### config.mk
export PLATFORM = sky130hd
export DESIGN_NAME = bta_ctrl
export DESIGN_NICKNAME = d
export VERILOG_FILES = /design/src/rtl/bta_pkg.sv /design/src/rtl/bta_ctrl.sv
export SDC_FILE = /design/constraint.sdc
export NUM_CORES = 1
export LEC_CHECK = 0
export BUFFER_PORTS_ARGS = -buffer_cell sky130_fd_sc_hd__buf_2
export CAP_MARGIN = 10
export CORE_MARGIN = 1.5
export CORE_UTILIZATION = 42
export DETAILED_ROUTE_END_ITERATION = 10
export GPL_ROUTABILITY_DRIVEN = 0
export PLACE_DENSITY = 0.81
export SYNTH_ARGS = -nofsm -noshare
export SYNTH_HDL_FRONTEND = slang
export SYNTH_SLANG_ARGS = --single-unit
### constraint.sdc
create_clock -name clock -period 1.5 [get_ports clock]
set_clock_uncertainty 0.15 [all_clocks]
set_input_delay 0.15 -clock clock [delete_from_list [all_inputs] [get_ports clock]]
set_output_delay 0.15 -clock clock [all_outputs]
set_load 0.05 [all_outputs]
### src/rtl/bta_pkg.sv
// Shared types and constants for the buddy tree allocator.
// Used by bta_ctrl, bta_datapath, buddy_tree_allocator and bta_checker.
package bta_pkg;

   localparam int LEAF_LEVELS  = 10;
   localparam int SIZE_W       = 11;
   localparam int PAGE_W       = 36;
   localparam int NODE_IDX_W   = 11;
   localparam int BLOCK_PAGE_W = 37;
   localparam int STATUS_W     = 2;
   localparam int REQ_DATA_W   = 64;
   localparam int RSP_DATA_W   = 56;
   localparam int CSR_ADDR_W   = 4;
   localparam int CSR_DATA_W   = 64;
   localparam int ENTRY_W      = 5;

   localparam logic [ENTRY_W-1:0] TAKEN_RIGHT = 5'd1;
   localparam logic [ENTRY_W-1:0] TAKEN_LEFT  = 5'd2;
   localparam logic [ENTRY_W-1:0] MERGE_RIGHT = 5'd4;
   localparam logic [ENTRY_W-1:0] MERGE_LEFT  = 5'd8;
   localparam logic [ENTRY_W-1:0] OCC         = 5'd16;
   localparam logic [ENTRY_W-1:0] BUSY_BITS   = OCC | TAKEN_LEFT | TAKEN_RIGHT;

   localparam logic FUNC_ALLOC = 1'b0;
   localparam logic FUNC_FREE  = 1'b1;

   localparam logic CSR_REG_BASE = 1'b0;

   typedef enum logic [STATUS_W-1:0] {
      RSP_DONE      = 2'd0,
      RSP_NO_FREE   = 2'd1,
      RSP_TOO_LARGE = 2'd2
   } rsp_status_type;

   typedef enum logic [4:0] {
      S_CLEAR, S_IDLE, S_DECODE, S_MUL, S_START, S_ADJ, S_SC_RD, S_SC_EV,
      S_CL_UP, S_CL_EV, S_FN_RD, S_FN_EV, S_FN_CLR, S_UM_UP, S_UM_EV, S_FIN
   } state_type;

   typedef enum logic [4:0] {
      OP_NONE, OP_CLEAR, OP_LOAD, OP_DECODE, OP_MUL, OP_START, OP_ADJ,
      OP_SC_RD, OP_SC_EV, OP_CL_UP, OP_CL_EV, OP_FN_INIT_FREE, OP_FN_RD,
      OP_FN_EV, OP_FN_CLR, OP_UM_UP, OP_UM_EV, OP_FIN
   } op_type;

   typedef struct packed {
      op_type op;
   } cmd_type;

   typedef struct packed {
      logic clr_last;
      logic out_free;
      logic is_free;
      logic free_ok;
      logic size_err;
      logic past_end;
      logic v_nonzero;
      logic cl_more;
      logic occ_hit;
      logic fn_more;
      logic fn_stop;
      logic n_at_upper;
      logic um_root;
      logic um_coal;
      logic um_more;
   } sts_type;

endpackage

### src/rtl/bta_ctrl.sv
// Sequencer for the buddy tree allocator: clear pass, scan, claim, free, unmark.
// Depends on bta_pkg; drives bta_datapath through cmd_type, reads sts_type.
module bta_ctrl (
   input  logic             clock,
   input  logic             reset,
   input  logic             req_tvalid,
   output logic             req_tready,
   input  bta_pkg::sts_type sts,
   output bta_pkg::cmd_type cmd
);
   import bta_pkg::*;

   state_type state_ff, state_in;
   logic      ret_skip_ff, ret_skip_in;

   always_ff @(posedge clock) begin
      if (reset) begin
         state_ff    <= S_CLEAR;
         ret_skip_ff <= 1'b0;
      end else begin
         state_ff    <= state_in;
         ret_skip_ff <= ret_skip_in;
      end
   end

   always_comb begin
      state_in    = state_ff;
      ret_skip_in = ret_skip_ff;
      cmd.op      = OP_NONE;
      req_tready  = 1'b0;
      case (state_ff)
         S_CLEAR: begin
            cmd.op = OP_CLEAR;
            if (sts.clr_last) state_in = S_IDLE;
         end
         S_IDLE: begin
            req_tready = 1'b1;
            if (req_tvalid) begin
               cmd.op   = OP_LOAD;
               state_in = S_DECODE;
            end
         end
         S_DECODE: begin
            cmd.op = OP_DECODE;
            if (sts.is_free) begin
               if (sts.free_ok) begin
                  cmd.op      = OP_FN_INIT_FREE;
                  ret_skip_in = 1'b0;
                  state_in    = S_FN_RD;
               end else begin
                  state_in = S_FIN;
               end
            end else if (sts.size_err) begin
               state_in = S_FIN;
            end else begin
               state_in = S_MUL;
            end
         end
         S_MUL: begin
            cmd.op   = OP_MUL;
            state_in = S_START;
         end
         S_START: begin
            cmd.op   = OP_START;
            state_in = S_ADJ;
         end
         S_ADJ: begin
            cmd.op   = OP_ADJ;
            state_in = S_SC_RD;
         end
         S_SC_RD: begin
            cmd.op   = OP_SC_RD;
            state_in = sts.past_end ? S_FIN : S_SC_EV;
         end
         S_SC_EV: begin
            cmd.op   = OP_SC_EV;
            state_in = sts.v_nonzero ? S_SC_RD : S_CL_UP;
         end
         S_CL_UP: begin
            cmd.op   = OP_CL_UP;
            state_in = sts.cl_more ? S_CL_EV : S_FIN;
         end
         S_CL_EV: begin
            cmd.op = OP_CL_EV;
            if (sts.occ_hit) begin
               ret_skip_in = 1'b1;
               state_in    = S_FN_RD;
            end else begin
               state_in = S_CL_UP;
            end
         end
         S_FN_RD: begin
            cmd.op   = OP_FN_RD;
            state_in = sts.fn_more ? S_FN_EV : S_FN_CLR;
         end
         S_FN_EV: begin
            cmd.op   = OP_FN_EV;
            state_in = sts.fn_stop ? S_FN_CLR : S_FN_RD;
         end
         S_FN_CLR: begin
            cmd.op = OP_FN_CLR;
            if (!sts.n_at_upper) state_in = S_UM_UP;
            else state_in = ret_skip_ff ? S_SC_RD : S_FIN;
         end
         S_UM_UP: begin
            cmd.op = OP_UM_UP;
            if (sts.um_root) state_in = ret_skip_ff ? S_SC_RD : S_FIN;
            else state_in = S_UM_EV;
         end
         S_UM_EV: begin
            cmd.op = OP_UM_EV;
            if (sts.um_coal && sts.um_more) state_in = S_UM_UP;
            else state_in = ret_skip_ff ? S_SC_RD : S_FIN;
         end
         S_FIN: begin
            if (sts.out_free) begin
               cmd.op   = OP_FIN;
               state_in = S_IDLE;
            end
         end
         default: state_in = S_CLEAR;
      endcase
   end

endmodule

==> results list, run 1 <==
- FF+latch count, synth: 5
- Among all flip-flop cells after synthesis, the most frequent one is dfxtp_1.
- Number of synthesized flops with an enable pin: 0
- Number of clock buffers inserted by TritonCTS: 3
- Number of synthesis warnings: 0
- Estimated wirelength of the detail-placed design: ~1.7 mm
* Dominant cells by area after synthesis: dfxtp_1 (16%), a21oi_1 (9.1%), nand2_1 (7.4%)
- Port buffering added 23 buffers.
- Ranked by instance count, the synthesized netlist is headed by nand2_1 (12), a21oi_1 (11), nor2_1 (9).
* Worst_ep kind: register input
- Dominant cell type by area after synthesis: dfxtp_1
- In this run the cell area measured after placement is 943 um2.
- Counting every instance in the synthesized netlist gives 91.
* Endpoint pin with the least setup slack after global-route repair: state_ff[0]$_SDFFE_PP0P_/D
- Sequential share of the synthesized area: 16.5%
* Clk sinks: 5
* Count of H-tree levels built during CTS: 1
- The floorplan has 13 rows.
- Max clock buf depth: 2
- The first error in the log reads "[ERROR DPL-0038] Utilization greater than 100%, impossible to legalize".
- Status: aborted with a tool error
* Starting density of the core: 46.1%
* Most common cell in the synthesized netlist: nand2_1
- In the synthesized netlist the async set-or-reset flop fraction comes to 0%.
* Post-Synthesis Cell Area: 607 um2
- The netlist uses 35 different library cells.
- Width of the chip: 41.0 um
- A synthesized cell averages 6.67 um2.
- Failed at: 5_1_grt
* Maximum number of pins on one net before global-route repair: 10
- The root buffer cell chosen for the clock tree is clkbuf_4.
* Synthesized netlist net count: 109
- Area fraction of the dominant cell type after synthesis: between 10% and 20%
- Die height: 41.0 um
- Boundary pin count: 24
## through the flow
| step | util [%] | worst slack (ns) | hold WS, ns | cells |
|---|---|---|---|---|
| floorplan | - | -0.0515 | 0.0694 | 91 |
| global placement | 71.6 | -0.115 | 0.235 | 144 |
| detailed placement | 71.6 | -0.153 | 0.230 | 144 |
| CTS | 94.3 | -0.108 | 0.154 | 157 |
## kinds of logic after synthesis
| kind of cell | Yosys count | share of synthesized area (%) |
|---|---|---|
| simple gates | 38 | 31.3 |
| xor+xnor | 2 | 2.89 |
| buf+inv | 10 | 9.07 |
| compound gates | 36 | 40.2 |
| flops | 5 | 16.5 |
## repair_timing
| item | CTS |
|---|---|
| gates resized for setup | 61 |
| endpoints found under the setup margin | 10 |
| pin swaps | 11 |
| setup buffers | 8 |
| hold endpoints to repair | 2 |
| hold buffers | 1 |
==> run 2, diff against run 1 <==
--- a/config.mk
+++ b/config.mk
@@ -7,11 +7,11 @@
 export LEC_CHECK = 0
 export BUFFER_PORTS_ARGS = -buffer_cell sky130_fd_sc_hd__buf_2
 export CAP_MARGIN = 10
-export CORE_MARGIN = 1.5
-export CORE_UTILIZATION = 42
+export CORE_AREA = 2 2 63 65
 export DETAILED_ROUTE_END_ITERATION = 10
+export DIE_AREA = 0 0 65 67
 export GPL_ROUTABILITY_DRIVEN = 0
-export PLACE_DENSITY = 0.81
+export PLACE_DENSITY_LB_ADDON = 0.15
 export SYNTH_ARGS = -nofsm -noshare
 export SYNTH_HDL_FRONTEND = slang
 export SYNTH_SLANG_ARGS = --single-unit
==> constraint.sdc (replaced) <==
create_clock -name clock -period 1.95 [get_ports clock]
set_clock_uncertainty 0.15 [all_clocks]
set_input_delay 0.195 -clock clock [delete_from_list [all_inputs] [get_ports clock]]
set_output_delay 0.195 -clock clock [all_outputs]
set_load 0.05 [all_outputs]
==> results list, run 2 <==
- Status: finished, final reports clean (was aborted with a tool error)
- Lkg Pwr: 0.342 nW
- Total number of vias: 779
- The root cell of the clock tree is clkbuf_8 (was clkbuf_4).
- Number of synthesis warnings: 0 (unchanged)
- Registers with the highest flip-flop counts: state_ff x4, ret_skip_ff x1
- STA classifies the critical path endpoint as an output port.
* Final hold violation count: 0
* Register with the most flip-flops: state_ff
- DRT antenna net count: 0
- The count of input and output buffers is 23 (unchanged).
- Global routing used between 10% and 20% of the available tracks.
- Dividing the final minimum period by the clock period gives 93.1%.
- The fraction of synthesized cell area taken by the top area cell type came to 16.5% (unchanged).
- Synthesized instance count: 91 (unchanged)
- Total net switching power: 877 uW
- Fraction of the mapped netlist area in adder cells: 0% (unchanged)
- In this run the tightest slew margin relative to its limit is 72.5%.
* Largest family of logic cells by synthesized area: compound AO/OA/AOI/OAI gates (unchanged)
- Setup-violating endpoint count in the final report: 0
- Setup repair after global routing left no endpoint under its margin.
- For this run, the detailed router's first-pass iteration total came to 4.
* Highest achievable clock rate: 551 MHz
- Overall die area: 4360 um2
* Commonest cells after routing, fill and taps aside: buf_2 (22), nand2_1 (12), a21oi_1 (11), nor2_1 (9), buf_4 (8)
* Maximum number of pins on one net before global-route repair: 14
- Of the cells placed in the final design, the portion with a size suffix greater than 1 is 37.8%.
- Syn-to-layout area delta: 42.7%
- Clock-pin slew was measured on the worst setup and hold paths at 0.04 ns.
- Antenna violations before repair: 0
- Die height: 67 um (was 41.0 um)
- Of the total power, registers draw between 10% and 20%.
- The core region is 3610 um2.
- In this run the most critical hold path is launched from reset.
- Width of the chip: 65 um (was 41.0 um)
* Dominant cell type by area after synthesis: dfxtp_1 (unchanged)
* Starting density of the core: 16.8% (was 46.1%)
- The number of synthesized flops with an enable pin came to 0 (unchanged).
- Across the VDD grid, the largest voltage drop is 0.000296 V.
- Data arrives at the worst endpoint at 1.47 ns.
- Power spread over the standard cell area amounts to 1810 nW/um2.
- Global-route wire length before repair: 3.74 mm
- In the routed design, unresolved DRC markers number 0.
* Max clock buf depth: 2 (unchanged)
* Most common cell in the synthesized netlist: nand2_1 (unchanged)
- At the later pin of the worst-skew pair, clock insertion delay measures around 0.22 ns.
- Number of global-route vias before repair: 787
- Internal cell power: 688 uW
- The area fraction in compound gates after synthesis is 40.2% (unchanged).
- The worst-case setup slack after placement is 0.178 ns (was -0.153 ns).
- Crit Reg-Reg Startpoint: state_ff[1]
- Number of cells in the finished layout apart from fillers: ~170
- In the final layout, the multi-input gates occupy 469 um2.
* Portion of netlist area occupied by mux cells: 0% (unchanged)
* Number of clock buffers inserted by TritonCTS: 3 (unchanged)
* Number of unique standard cell types used by synthesis: 35 (unchanged)
- Fraction of power spent switching nets: 56.0%
- Post-Synthesis Cell Area: 607 um2 (unchanged)
* Area fraction in and, or, nand and nor cells after synthesis: 31.3% (unchanged)
- Fraction of synthesized cell area in xor and xnor cells: 2.89% (unchanged)
* Final cell area excluding filler cells: 866 um2
* DRC marker count from the first detailed-route iteration: 55
* List of most frequent post-synthesis cells: nand2_1 (12), a21oi_1 (11), nor2_1 (9) (unchanged)
* Sequential share of the synthesized area: 16.5% (unchanged)
- Cell depth of the worst hold path: 2
* Flip-flop count of the largest register, all copies and words added: 4
* Detailed Route WL: 2.32 mm
* Clk pwr share: 12.1%
* Setup slack of the critical path after layout: about 0.14 ns
- The number of top-level design ports came to 24 (unchanged).
* FF+latch count, synth: 5 (unchanged)
* Category of the critical setup timing path: flip-flop to output port
- Clock tree from TritonCTS: built
- Via density per instance: 4.66
- Number of cells in the design after placement: 163 (was 144)
- After detailed routing, the average wire length per cell comes to ~14 um.
- Number of rows in the core area: 22 (was 13)
* Ys flop type: dfxtp_1 (unchanged)
- Inserted Diodes: 0
- At the pin with the least slew margin, the transition time is 0.407 ns.
- Counting cells, the worst reg-to-reg path comes to 6.
- Filler Cells Inserted: between 400 and 500
- Residual overflow from global routing: 0
* Max Fanout on Critical Path: 9
- Clk sinks: 5 (unchanged)
- The fraction of registers with async set or reset after synthesis came to 0% (unchanged).
- The most critical setup path has its startpoint at state_ff[1].
- The share of total power dissipated in combinational logic is 73.0%.
- The H-tree depth was 1 (unchanged).
* Final Total Pwr: roughly 1.6 mW
- Synthesized netlist net count: 109 (unchanged)
* Worst Hold Margin: approximately 0.05 ns
* Placed Instance Area: 816 um2 (was 943 um2)
* FF/Latch Area: 103 um2
- Most common cell after layout, fill and taps aside: buf_2
- The post-synthesis average cell area is 6.67 um2 (unchanged).
- The final HPWL from detailed placement came to 1.91 mm (was 1.75 mm).
- Max-Cap Viols: 0
* Startpoint kind of the worst setup timing path: flip-flop
- Number of pins exceeding their max-slew limit in the final report: 0
- Worst hold-check path type: primary input to flip-flop
- Data on the critical path is required at its endpoint by approximately 1.6 ns.
- At the end of the flow, the number of nets in the layout was 138.
* Shortest period the worst path allows: 1.81 ns
- Dominant cells by area after synthesis: dfxtp_1 (16%), a21oi_1 (9.1%), nand2_1 (7.4%) (unchanged).
## run 2: cell counts after synthesis
Identical to the previous run, type by type.
## run 2: area by class of cell
type / count / share of cell area (%)
clock buffer: 4 / 5.20
inverter: 3 / 1.30
tap: 48 / 6.94
sequential: 5 / 11.8
multi-input combinational: 76 / 54.2
timing repair buffer: 31 / 20.5
## run 2: what timing repair did
action | CTS | global route
setup endpoints to repair | 0 | 3
setup buffers | 0 | 0
resized for setup | 0 | 3
hold buffers | 0 | 0
## run 2: cell families after synthesis
| group | Yosys count |
|---|---|
| simple gates | 38 |
| flops | 5 |
| xor+xnor | 2 |
| buf+inv | 10 |
| compound gates | 36 |
## run 2: final timing paths
kind | slack [ns] | end
setup / recovery | 0.14 | cmd[3]
hold / removal | 0.05 | state_ff[2]
setup reg to reg | 0.19 | state_ff[0]
hold reg to reg | 0.41 | ret_skip_ff
## run 2: worst max-delay path, stage by stage, from the launching register on
cell	delay, ns
dfxtp_1	0.40
inv_2	0.13
nor2_1	0.19
a21oi_1	0.12
o221ai_2	0.15
clkbuf_4	0.25
## run 2: power by group through the flow
stage,Sequential (mW),Combinational (mW),Clock [mW]
finish,0.233,1.14,0.189
global route,0.244,1.25,0.203
CTS,0.227,1.14,0.195
detailed placement,0.232,1.14,0
global placement,0.235,1.16,0
floorplan,0.164,0.925,0
## run 2: per-layer routing
layer | GRT usage [%] | part of all wire, %
met5 | 0 | 0
met4 | 2.39 | 0
met3 | 2.36 | 5.9
met2 | 18.8 | 49
met1 | 14.2 | 45
## run 2: per-stage QoR
| step | setup TNS [ns] | util (%) |
|---|---|---|
| 3_3_place_gp | 0 | 22.6 |
| 4_1_cts | 0 | 23.9 |
| 3_5_place_dp | 0 | 22.6 |
| 6_report | 0 | 24.0 |
| 5_1_grt | 0 | 24.0 |
| 2_1_floorplan | -0.00758 | - |
No activity file was read; power rests on OpenSTA's default activity.
